## config.mk

```make
export PLATFORM = sky130hd
export DESIGN_NAME = seed_to_key_four_op_transform_flat
export DESIGN_NICKNAME = d
export VERILOG_FILES = /design/src/hw/rtl/sk4_pkg.sv /design/src/hw/rtl/sk4_if.sv /design/src/hw/rtl/sk4_cfg_regs.sv /design/src/hw/rtl/sk4_cell.sv /design/src/hw/rtl/seed_to_key_four_op_transform.sv /design/src/flat_wrapper.sv
export SDC_FILE = /design/constraint.sdc
export NUM_CORES = 2
export LEC_CHECK = 0
export BUFFER_PORTS_ARGS = -buffer_cell sky130_fd_sc_hd__buf_2
export CAP_MARGIN = 0
export CORE_MARGIN = 10
export CORE_UTILIZATION = 30
export CTS_CLUSTER_DIAMETER = 120
export DETAILED_ROUTE_END_ITERATION = 10
export PLACE_DENSITY = 0.51
export SLEW_MARGIN = 10
export SYNTH_ARGS = -nofsm -noshare
export SYNTH_HDL_FRONTEND = slang
export SYNTH_SLANG_ARGS = --single-unit
```

## constraint.sdc

```tcl
create_clock -name clk_i -period 7.7 [get_ports clk_i]
set_clock_uncertainty 0.15 [all_clocks]
set_input_delay 0.385 -clock clk_i [delete_from_list [all_inputs] [get_ports clk_i]]
set_output_delay 0.385 -clock clk_i [all_outputs]
set_load 0.05 [all_outputs]
```

## src/hw/rtl/sk4_pkg.sv

```systemverilog
`default_nettype none
package sk4_pkg;

  localparam int unsigned NumSteps = 4;
  localparam int unsigned StepIdxW = 2;
  localparam int unsigned WordW    = 16;
  localparam int unsigned OpW      = 8;
  localparam int unsigned CfgIdxW  = 8;
  localparam int unsigned CfgDataW = 16;

  // step opcodes
  localparam logic [OpW-1:0] OpSwap     = 8'h05;
  localparam logic [OpW-1:0] OpAndLe    = 8'h37;
  localparam logic [OpW-1:0] OpOrLe     = 8'h52;
  localparam logic [OpW-1:0] OpAddLe    = 8'h75;
  localparam logic [OpW-1:0] OpSubLe    = 8'hf8;
  localparam logic [OpW-1:0] OpAddBe    = 8'h14;
  localparam logic [OpW-1:0] OpNegCmp   = 8'h2a;
  localparam logic [OpW-1:0] OpRotL     = 8'h4c;
  localparam logic [OpW-1:0] OpRotR     = 8'h6b;
  localparam logic [OpW-1:0] OpSwapAdd  = 8'h7e;
  localparam logic [OpW-1:0] OpSubBe    = 8'h98;

  // register indexes
  localparam logic [CfgIdxW-1:0] RegCount = 8'd8;

  typedef struct packed {
    logic [OpW-1:0]   op;
    logic [WordW-1:0] arg;
  } step_cfg_t;

  typedef struct packed {
    logic             valid;
    logic [WordW-1:0] value;
  } stage_t;

endpackage
`default_nettype wire

```

## src/hw/rtl/sk4_if.sv

```systemverilog
`default_nettype none
interface sk4_seed_if;
  logic        valid;
  logic        ready;
  logic [15:0] seed_value;
  modport source (output valid, output seed_value, input ready);
  modport sink   (input valid, input seed_value, output ready);
endinterface

interface sk4_key_if;
  logic        valid;
  logic        ready;
  logic [15:0] key_value;
  modport source (output valid, output key_value, input ready);
  modport sink   (input valid, input key_value, output ready);
endinterface

interface sk4_cfg_if;
  logic        valid;
  logic        ready;
  logic [7:0]  index;
  logic [15:0] data;
  modport source (output valid, output index, output data, input ready);
  modport sink   (input valid, input index, input data, output ready);
endinterface
`default_nettype wire

```

## src/hw/rtl/sk4_cfg_regs.sv

```systemverilog
`default_nettype none
module sk4_cfg_regs (
  input  wire logic                     clk_i,
  input  wire logic                     rst_ni,
  input  wire logic                     wr_en_i,
  input  wire logic [sk4_pkg::CfgIdxW-1:0]  wr_idx_i,
  input  wire logic [sk4_pkg::CfgDataW-1:0] wr_data_i,
  output sk4_pkg::step_cfg_t            step_cfg_o [sk4_pkg::NumSteps]
);
  import sk4_pkg::*;

  step_cfg_t cfg_q [NumSteps];
  logic [StepIdxW-1:0] sel;

  // even index writes the opcode, odd index the argument
  assign sel = wr_idx_i[StepIdxW:1];

  always_ff @(posedge clk_i or negedge rst_ni) begin
    if (!rst_ni) begin
      for (int i = 0; i < NumSteps; i++) begin
        cfg_q[i] <= '0;
      end
    end else if (wr_en_i && (wr_idx_i < RegCount)) begin
      if (wr_idx_i[0]) begin
        cfg_q[sel].arg <= wr_data_i;
      end else begin
        cfg_q[sel].op <= wr_data_i[OpW-1:0];
      end
    end
  end

  assign step_cfg_o = cfg_q;

endmodule
`default_nettype wire

```

## src/hw/rtl/sk4_cell.sv

```systemverilog
`default_nettype none
module sk4_cell (
  input  wire logic               clk_i,
  input  wire logic               rst_ni,
  input  sk4_pkg::step_cfg_t      cfg_i,
  input  sk4_pkg::stage_t         in_i,
  output logic                    in_ready_o,
  output sk4_pkg::stage_t         out_o,
  input  wire logic               out_ready_i
);
  import sk4_pkg::*;

  logic [7:0]       arg_a, arg_b;
  logic [WordW-1:0] le, be, v, swapped, result;
  logic [2*WordW-1:0] rotl_w, rotr_w;
  logic             valid_q, valid_d;
  logic [WordW-1:0] value_q, value_d;

  assign arg_a   = cfg_i.arg[15:8];
  assign arg_b   = cfg_i.arg[7:0];
  assign be      = cfg_i.arg;
  assign le      = {arg_b, arg_a};
  assign v       = in_i.value;
  assign swapped = {v[7:0], v[15:8]};
  // rotate through a doubled word
  assign rotl_w  = {v, v} << arg_a[3:0];
  assign rotr_w  = {v, v} >> arg_b[3:0];

  always_comb begin
    unique case (cfg_i.op)
      OpSwap:    result = swapped;
      OpAndLe:   result = v & le;
      OpOrLe:    result = v | le;
      OpAddLe:   result = v + le;
      OpSubLe:   result = v - le;
      OpAddBe:   result = v + be;
      OpNegCmp:  result = ~v + {{(WordW-1){1'b0}}, (arg_a < arg_b)};
      OpRotL:    result = rotl_w[2*WordW-1:WordW];
      OpRotR:    result = rotr_w[WordW-1:0];
      OpSwapAdd: result = swapped + ((arg_b > arg_a) ? le : be);
      OpSubBe:   result = v - be;
      default:   result = v;
    endcase
  end

  assign in_ready_o = !valid_q || out_ready_i;

  always_comb begin
    valid_d = valid_q;
    value_d = value_q;
    if (in_ready_o) begin
      valid_d = in_i.valid;
      if (in_i.valid) begin
        value_d = result;
      end
    end
  end

  always_ff @(posedge clk_i or negedge rst_ni) begin
    if (!rst_ni) begin
      valid_q <= 1'b0;
    end else begin
      valid_q <= valid_d;
    end
  end

  always_ff @(posedge clk_i) begin
    value_q <= value_d;
  end

  assign out_o.valid = valid_q;
  assign out_o.value = value_q;

endmodule
`default_nettype wire

```

## src/hw/rtl/seed_to_key_four_op_transform.sv

```systemverilog
`default_nettype none
// Four-step seed-to-key transform.
// seed_i takes one 16-bit seed word; key_o gives one 16-bit key word per seed,
// in order. cfg_i writes the step registers: index 2k is the opcode of step
// k+1 (low 8 data bits kept), index 2k+1 its argument; other indexes are
// ignored. cfg_i is always ready and should be written only while no seed is
// in flight.
// The datapath is a row of four cells, one per step, each with its own
// output register; a seed passes through the four in turn to key valid.
// A new seed can be taken every cycle unless a key_o stall filled the row.
// When key_o stalls, the last cell holds its key and the cells behind it
// keep filling until every cell is full; seed_i ready then drops until the
// key is taken. Ready propagates back through the row in the same cycle.
// Reset clears every cell's valid flag and sets all step registers to 0,
// so each step starts as a pass-through.
module seed_to_key_four_op_transform (
  input  wire logic      clk_i,
  input  wire logic      rst_ni,
  sk4_seed_if.sink       seed_i,
  sk4_key_if.source      key_o,
  sk4_cfg_if.sink        cfg_i
);
  import sk4_pkg::*;

  step_cfg_t step_cfg [NumSteps];
  stage_t    stage_in [NumSteps+1];
  logic      stage_rdy [NumSteps+1];

  assign cfg_i.ready = 1'b1;

  sk4_cfg_regs u_cfg (
    .clk_i      (clk_i),
    .rst_ni     (rst_ni),
    .wr_en_i    (cfg_i.valid),
    .wr_idx_i   (cfg_i.index),
    .wr_data_i  (cfg_i.data),
    .step_cfg_o (step_cfg)
  );

  assign stage_in[0].valid = seed_i.valid;
  assign stage_in[0].value = seed_i.seed_value;
  assign seed_i.ready      = stage_rdy[0];

  for (genvar k = 0; k < NumSteps; k++) begin : g_cell
    sk4_cell u_cell (
      .clk_i       (clk_i),
      .rst_ni      (rst_ni),
      .cfg_i       (step_cfg[k]),
      .in_i        (stage_in[k]),
      .in_ready_o  (stage_rdy[k]),
      .out_o       (stage_in[k+1]),
      .out_ready_i (stage_rdy[k+1])
    );
  end

  assign stage_rdy[NumSteps] = key_o.ready;
  assign key_o.valid         = stage_in[NumSteps].valid;
  assign key_o.key_value     = stage_in[NumSteps].value;

  // an accepted seed always lands in the first cell
  a_seed_lands : assert property (@(posedge clk_i) disable iff (!rst_ni)
    seed_i.valid && seed_i.ready |=> stage_in[1].valid)
    else $error("accepted seed did not enter first cell");

  // an empty row must take a seed
  a_empty_ready : assert property (@(posedge clk_i) disable iff (!rst_ni)
    !stage_in[1].valid && !stage_in[2].valid && !stage_in[3].valid &&
    !stage_in[4].valid |-> seed_i.ready)
    else $error("empty row not ready for a seed");

  // a full row under a stalled key must block the seed side
  a_full_blocks : assert property (@(posedge clk_i) disable iff (!rst_ni)
    stage_in[1].valid && stage_in[2].valid && stage_in[3].valid &&
    stage_in[4].valid && !key_o.ready |-> !seed_i.ready)
    else $error("seed accepted while row full and key stalled");

endmodule
`default_nettype wire

```

## src/flat_wrapper.sv

```systemverilog
// flat-port wrapper written by rule: the top's interface ports become plain ports
module seed_to_key_four_op_transform_flat import sk4_pkg::*;
  (clk_i, rst_ni, seed_i_valid, seed_i_seed_value, seed_i_ready, key_o_valid, key_o_key_value, key_o_ready, cfg_i_valid, cfg_i_index, cfg_i_data, cfg_i_ready);
  sk4_seed_if seed_i_i ();
  sk4_key_if key_o_i ();
  sk4_cfg_if cfg_i_i ();
  input  wire logic clk_i;
  input  wire logic rst_ni;
  input wire logic [$bits(seed_i_i.valid)-1:0] seed_i_valid;
  input wire logic [$bits(seed_i_i.seed_value)-1:0] seed_i_seed_value;
  output wire logic [$bits(seed_i_i.ready)-1:0] seed_i_ready;
  output wire logic [$bits(key_o_i.valid)-1:0] key_o_valid;
  output wire logic [$bits(key_o_i.key_value)-1:0] key_o_key_value;
  input wire logic [$bits(key_o_i.ready)-1:0] key_o_ready;
  input wire logic [$bits(cfg_i_i.valid)-1:0] cfg_i_valid;
  input wire logic [$bits(cfg_i_i.index)-1:0] cfg_i_index;
  input wire logic [$bits(cfg_i_i.data)-1:0] cfg_i_data;
  output wire logic [$bits(cfg_i_i.ready)-1:0] cfg_i_ready;
  assign seed_i_i.valid = seed_i_valid;
  assign seed_i_i.seed_value = seed_i_seed_value;
  assign seed_i_ready = seed_i_i.ready;
  assign key_o_valid = key_o_i.valid;
  assign key_o_key_value = key_o_i.key_value;
  assign key_o_i.ready = key_o_ready;
  assign cfg_i_i.valid = cfg_i_valid;
  assign cfg_i_i.index = cfg_i_index;
  assign cfg_i_i.data = cfg_i_data;
  assign cfg_i_ready = cfg_i_i.ready;
  seed_to_key_four_op_transform u_core (.clk_i(clk_i), .rst_ni(rst_ni), .seed_i(seed_i_i), .key_o(key_o_i), .cfg_i(cfg_i_i));
endmodule
```

[After elaboration in Yosys (flattened, before gate mapping)]
Cells that the tools add are included.
Cells by class
  add/sub/neg operators: 24
  magnitude comparators: 11
  equal/unequal tests: 44
  shift operators: 8
  mux-type cells: 15
  bitwise logic cells: 13
  reduce and logical (&&, ||, !) cells: 14
Operator list (number)
  $pmux W16 S11: 4
  $add A16 B16 Y16: 12
  $bwmux W96: 2
  $eq A8 B7 Y1 const B: 20
  $shl A32 B4 Y32: 4
  $shr A32 B4 Y16: 4
  $sub A16 B16 Y16: 8
  $demux W24 S2: 2
  $mux W96: 1
  $mux W16: 5
  $add A16 B1 Y16: 4
  $and A16 B16 Y16: 4
  $eq A8 B6 Y1 const B: 8
  $eq A8 B8 Y1 const B: 8
  $not A16 Y16: 4
  $or A16 B16 Y16: 4
  $eq A8 B3 Y1 const B: 4
  $eq A8 B5 Y1 const B: 4
  $gt A8 B8 Y1: 4
  $lt A8 B8 Y1: 4
  $mux W24: 1
  $lt A8 B4 Y1 const B: 1
  $reduce_and A2 Y1: 4
  $logic_not A1 Y1: 4
  other kinds (5): 9
Word-level totals
  flip-flop bits (word level): 164
  input port bits: 45
  output and inout port bits: 19
  word-level logic and storage cells: 145

[Logic depth before layout (Yosys ltp)]
  word-level depth: 7
  mapped depth: 25
  mapped depth without buffers: 21

[Modules after synthesis]
A second synthesis with hierarchy kept.
Second synthesis, totals
  cell total of the unflattened synthesis: 3511
  area, all modules: 28954.0 µm²
By module, submodules not included
  sk4_cell (u_core.g_cell[0].u_cell): instances 1, cells an instance 838, area each 6424.9 µm², sequential area each 505.5 µm²
  sk4_cell (u_core.g_cell[2].u_cell): instances 1, cells an instance 832, area each 6366.1 µm², sequential area each 505.5 µm²
  sk4_cell (u_core.g_cell[1].u_cell): instances 1, cells an instance 805, area each 6227.2 µm², sequential area each 505.5 µm²
  sk4_cell (u_core.g_cell[3].u_cell): instances 1, cells an instance 819, area each 6211.0 µm², sequential area each 505.5 µm²
  sk4_cfg_regs: instances 1, cells an instance 215, area each 3713.6 µm², sequential area each 2402.3 µm²
  seed_to_key_four_op_transform: instances 1, cells an instance 2, area each 11.3 µm², sequential area each 0.0 µm²

[Worst setup path before layout]
Ideal clock, no wire load.
  path kind: register -> register
  start: register u_core.u_cfg.cfg_q (netlist bit u_core.u_cfg.step_cfg_o[48])
  end: register u_core.g_cell[1].u_cell.value_q[14], data pin
  library setup time: 0.261 ns
  arrival time: 4.996 ns
  data required time: 7.289 ns
  slack: 2.294 ns
  stages on the path, launching flop included: 26
  buffers on the path: 5
  period minus slack after synthesis: 5.406 ns
  cells stage by stage: dfrtp_1 buf_2 buf_1 clkbuf_1 inv_1 ha_1 nand2_1 nor3_1 a31oi_1 nand2_1 clkbuf_1 clkbuf_1 nand2_1 o21ai_0 ha_1 inv_1 fa_1 nand3b_1 a21oi_1 o21a_1 o21ai_0 a21oi_1 a21oi_1 o21ai_0 xor2_1 a221o_1
On the way
  cells in the longest elaborated chain, start to end: 4
  elaborated cells on any way between the ends: 11
  those cells by class: add/sub (6); order compare (2); shift (1); mux (2)
RTL lines
  from (decl): line sk4_cfg_regs.sv:12  | step_cfg_t cfg_q [NumSteps];
  $gt A8 B8 Y1: line sk4_cell.sv:40  | OpSwapAdd: result = swapped + ((arg_b > arg_a) ? le : be);
  $mux W16: line sk4_cell.sv:40
  $add A16 B16 Y16: line sk4_cell.sv:40
  $pmux W16 S11 *: line sk4_cell.sv:30  | unique case (cfg_i.op)
  named net u_core.g_cell[1].u_cell.result[14]: line sk4_cell.sv:14  | logic [WordW-1:0] le, be, v, swapped, result;
  to (signal assigned): line sk4_cell.sv:68  | value_q <= value_d;
  to (decl): line sk4_cell.sv:17  | logic [WordW-1:0] value_q, value_d;
Mark *: on every way through the listed nets, which the timed path passes. The rest lies on a longest branch.
A chain may end at the register's enable or synchronous reset.

[Worst setup path after layout]
  start: register u_core.u_cfg.cfg_q (netlist bit u_core.u_cfg.step_cfg_o[83])
  end: register u_core.g_cell[0].u_cell.value_q[15], data pin
On the way
  cells in the longest elaborated chain, start to end: 4
  elaborated cells on any way between the ends: 11
  those cells by class: add/sub (6); order compare (2); shift (1); mux (2)
RTL lines (line)
  $gt A8 B8 Y1: sk4_cell.sv:40
  $mux W16: sk4_cell.sv:40
  $add A16 B16 Y16: sk4_cell.sv:40
  $pmux W16 S11 *: sk4_cell.sv:30
  named net u_core.g_cell[0].u_cell.result[15]: sk4_cell.sv:14
  to (signal assigned): sk4_cell.sv:68
  to (decl): sk4_cell.sv:17
Marks and branches as above.

==> results.py <==
metrics = {
    "global_routing": {
        "grt_max_degree": 54,
        "grtUsageMet1_pct": 30.5,
        "grt_pass1_vias": 26300,
        "met3_usage_pct": 3.55,
        "antenna_found_initial": 7,
        "grtUsageMet2_pct": 32.4,
        "grt_usage_pct": 21.3,
        "grt_first_pass_wirelength_mm": 172,
        "overflow": 0,
        "grt-busiest-layer": "met2",
    },
    "setup_path": {
        "critPathLaunch": "u_core.u_cfg.step_cfg_o[83]",
        "timing.critical_path.buf_inv": 2,
        "crit_chain": "buf_4 -> inv_1 -> ha_1 -> nand3_1 -> nor2_1 -> a32oi_1 -> nand2_1 -> o21ai_0 -> ha_1 -> a21oi_1 -> nand2_1 -> a21o_1 -> a211oi_1 -> a21oi_1 -> a31oi_1 -> xor2_1 -> o21ai_0 -> o221a_2",
        "worstPathArrival_ns": 5.81,
        "crit_family": "compound AO/OA/AOI/OAI gates",
        "r2r_start": "u_core.u_cfg.step_cfg_o[83]",
        "crit_slowest_cell": "o21ai_0",
        "cp_max_fo": 29,
        "r2r_setup_slack_ns": 1.99,
        "reg2reg_depth": 18,
        "slowest_delay_ns": 0.66,
        "cp-start-kind": "register",
        "reg2reg_to": "u_core.g_cell[0].u_cell.value_q[15]",
        "path_class": "reg -> reg",
        "cp-end-kind": "register",
        "path_depth": 18,
        "critical_path.endpoint": "u_core.g_cell[0].u_cell.value_q[15]",
        "cp.required_ns": 7.79,
    },
    "logic_synthesis": {
        "synth_top_area_share_pct": 10.0,
        "synth_ff_type": "dfrtp_1",
        "yosys-top-cells-count": "358 x nand2_1, 314 x o21ai_0, 269 x clkbuf_1, 267 x a21oi_1, 230 x nor2_1",
        "synth_top_area_cell": "mux4_2",
        "synth-seq-cells": 164,
        "yosys_warnings": 0,
        "yosysUniqueCellTypes": 97,
        "synth.most_common_cell": "nand2_1",
        "yosys-top-cells-area": "mux4_2 10%, dfrtp_1 9.0%, ha_1 7.9%",
        "yosysSeqAreaShare_pct": 16.0,
        "synthCells": 3492,
        "syn-cell-area_sq_um": 27700,
        "syn_area_per_cell_sq_um": 7.93,
        "synth_nets": 3720,
        "synth_enable_flop_cells": 64,
        "async_reset_ff_share_pct": 61.0,
    },
    "cts": {
        "cts_tree": "done",
        "clock-root-buffer": "clkbuf_16",
        "path_clk_slew_ns": 0.07,
        "clock_path_buffers": 2,
        "ctsHtreeMaxLevel": 4,
        "clock-sinks": 164,
        "numCtsBuffers": 17,
        "cts_resized": 0,
        "clock_latency_ns": 0.48,
    },
    "detailed_routing": {
        "drc_errors": 0,
        "drtPass1Iterations": 6,
        "wirelength_mm": 115,
        "vias": 28800,
        "dr.first_iter.drc_count": 3636,
        "wl_per_cell_um": 25.2,
        "drt-vias-per-instance": 6.32,
        "route.antenna.remaining_nets": 0,
    },
    "floorplan": {
        "die_area_sq_um": 105000,
        "rows": 111,
        "ios": 64,
        "die_h_um": 324,
        "die_width_um": 324,
        "core_sq_um": 91700,
        "start_util_pct": 30.2,
    },
    "place": {
        "io_buffers": 62,
        "dpl.hpwl_mm": 82.1,
        "gp_congestion": 0.945,
    },
    "pwr": {
        "p_leak_nw": 11.3,
        "powerDensity_nw_per_um2": 153,
        "peakVddDrop_mv": 0.162,
    },
    "final_layout": {
        "diodes": 0,
        "final_nets": 3584,
        "drive_gt1_share_pct": 15.3,
        "fin_util_pct": 32.3,
        "area_growth_pct": 6.94,
    },
    "sta": {
        "tns_ns": 0,
        "slew-limit-headroom_pct": 25.3,
        "fin_crit_ns": 5.71,
        "rsz0062_at_grt": "false",
        "fin_crit_sh_pct": 74.2,
        "max_freq_mhz": 175,
        "setup_viol": 0,
        "final_max_slew_viol_count": 0,
        "worst_pin_slew_ns": 1.12,
        "finalHoldViolCount": 0,
    },
    "worst_hold_path": {
        "worstHoldStart": "seed_i_valid",
        "hold_class": "in -> reg",
    },
    "run": {
        "maxCapViolCount": 0,
    },
    "status": {
        "status": "complete, no violations",
    },
}
## per-stage QoR
stage               power, mW  hold WS, ns  std cells  instance area [sq um]  setup WS (ns)
floorplan                2.92      -0.0606       3492                  27700           2.29
global placement         3.60        0.314       4522                  29000           2.15
detailed placement       3.60        0.322       4522                  29000           2.12
CTS                      4.50       0.0375       4555                  29600           2.11
global route             4.83       0.0624       4555                  29600           1.60
finish                   4.53       0.0794       4555                  29600           1.99
## worst min-delay path by stage
| stage | endpoint | slack [ns] | depth (start not counted) |
|---|---|---|---|
| finish | u_core.g_cell[0].u_cell.valid_q | 0.08 | 2 |
| global route | u_core.g_cell[0].u_cell.valid_q | 0.06 | 2 |
| CTS | u_core.g_cell[0].u_cell.valid_q | 0.04 | 2 |
| detailed placement | u_core.g_cell[1].u_cell.valid_q | 0.32 | 1 |
| global placement | u_core.g_cell[1].u_cell.valid_q | 0.31 | 1 |
| floorplan | u_core.g_cell[0].u_cell.valid_q | -0.06 | 0 |
## cells in the final DEF (no fill, tap or decap), types with 19 or more instances in the layout
master / instances
nand2_1: 358
o21ai_0: 314
a21oi_1: 267
nor2_1: 230
ha_1: 175
mux2_2: 143
nor3_1: 123
mux4_2: 123
mux2i_1: 102
buf_4: 101
dfrtp_1: 100
inv_1: 91
nand3_1: 70
xnor2_1: 70
a21o_1: 65
edfxtp_1: 64
o211ai_1: 62
buf_2: 61
a211oi_1: 55
xor2_1: 54
or3_1: 51
a31oi_1: 42
nand2b_1: 39
a221oi_1: 39
nor2b_1: 34
nor4_1: 33
a222oi_1: 31
nand4_1: 28
o21a_1: 26
o221ai_1: 22
a22oi_1: 21
o31ai_1: 19
## timing repair
action	CTS	global route
hold endpoints to repair	52	0
setup endpoints to repair	0	0
hold buffers	1	0
setup buffers	0	0
## area by class of cell
type | count | area (sq um)
multi-input combinational | 2911 | 21700
fill | 9697 | 62100
clock buffer | 20 | 457
clock inverter | 12 | 114
tap | 1186 | 1480
sequential | 164 | 4420
timing repair buffer | 163 | 1070
inverter | 99 | 372
## power breakdown
group	total, mW	switching [mW]	internal [mW]
clock	0.880	0.412	0.468
sequential	1.13	0.147	0.983
combinational	2.52	1.54	0.976
## logic make-up (layout without fill, tap and decap cells)
| logic type | count (synthesis) | in the layout | share of synthesized area (%) |
|---|---|---|---|
| adders and majority gates | 183 | 183 | 8.49 |
| DFF | 164 | 164 | 16.0 |
| and+or+nand+nor | 1111 | 1111 | 19.8 |
| AOI/OAI and AO/OA | 1124 | 1124 | 26.4 |
| other | 1 | 1 | 0.0135 |
| muxes | 368 | 368 | 19.5 |
| buffers and inverters | 417 | 294 | 5.86 |
| xor gates and xnor gates | 124 | 124 | 3.92 |
## metal layers
metal | up-vias | wire length (um)
li1 | 13100 | -
met4 | 8 | 3080
met5 | - | 55
met2 | 1578 | 50500
met3 | 217 | 11000
met1 | 13900 | 50200
## registers in the layout, summed over array words and instances, names as in the netlist
register,flops
u_core.u_cfg.step_cfg_o,96
u_core.g_cell.u_cell.value_q,64
u_core.g_cell.u_cell.valid_q,4
Power figures use the tool's default switching activity.
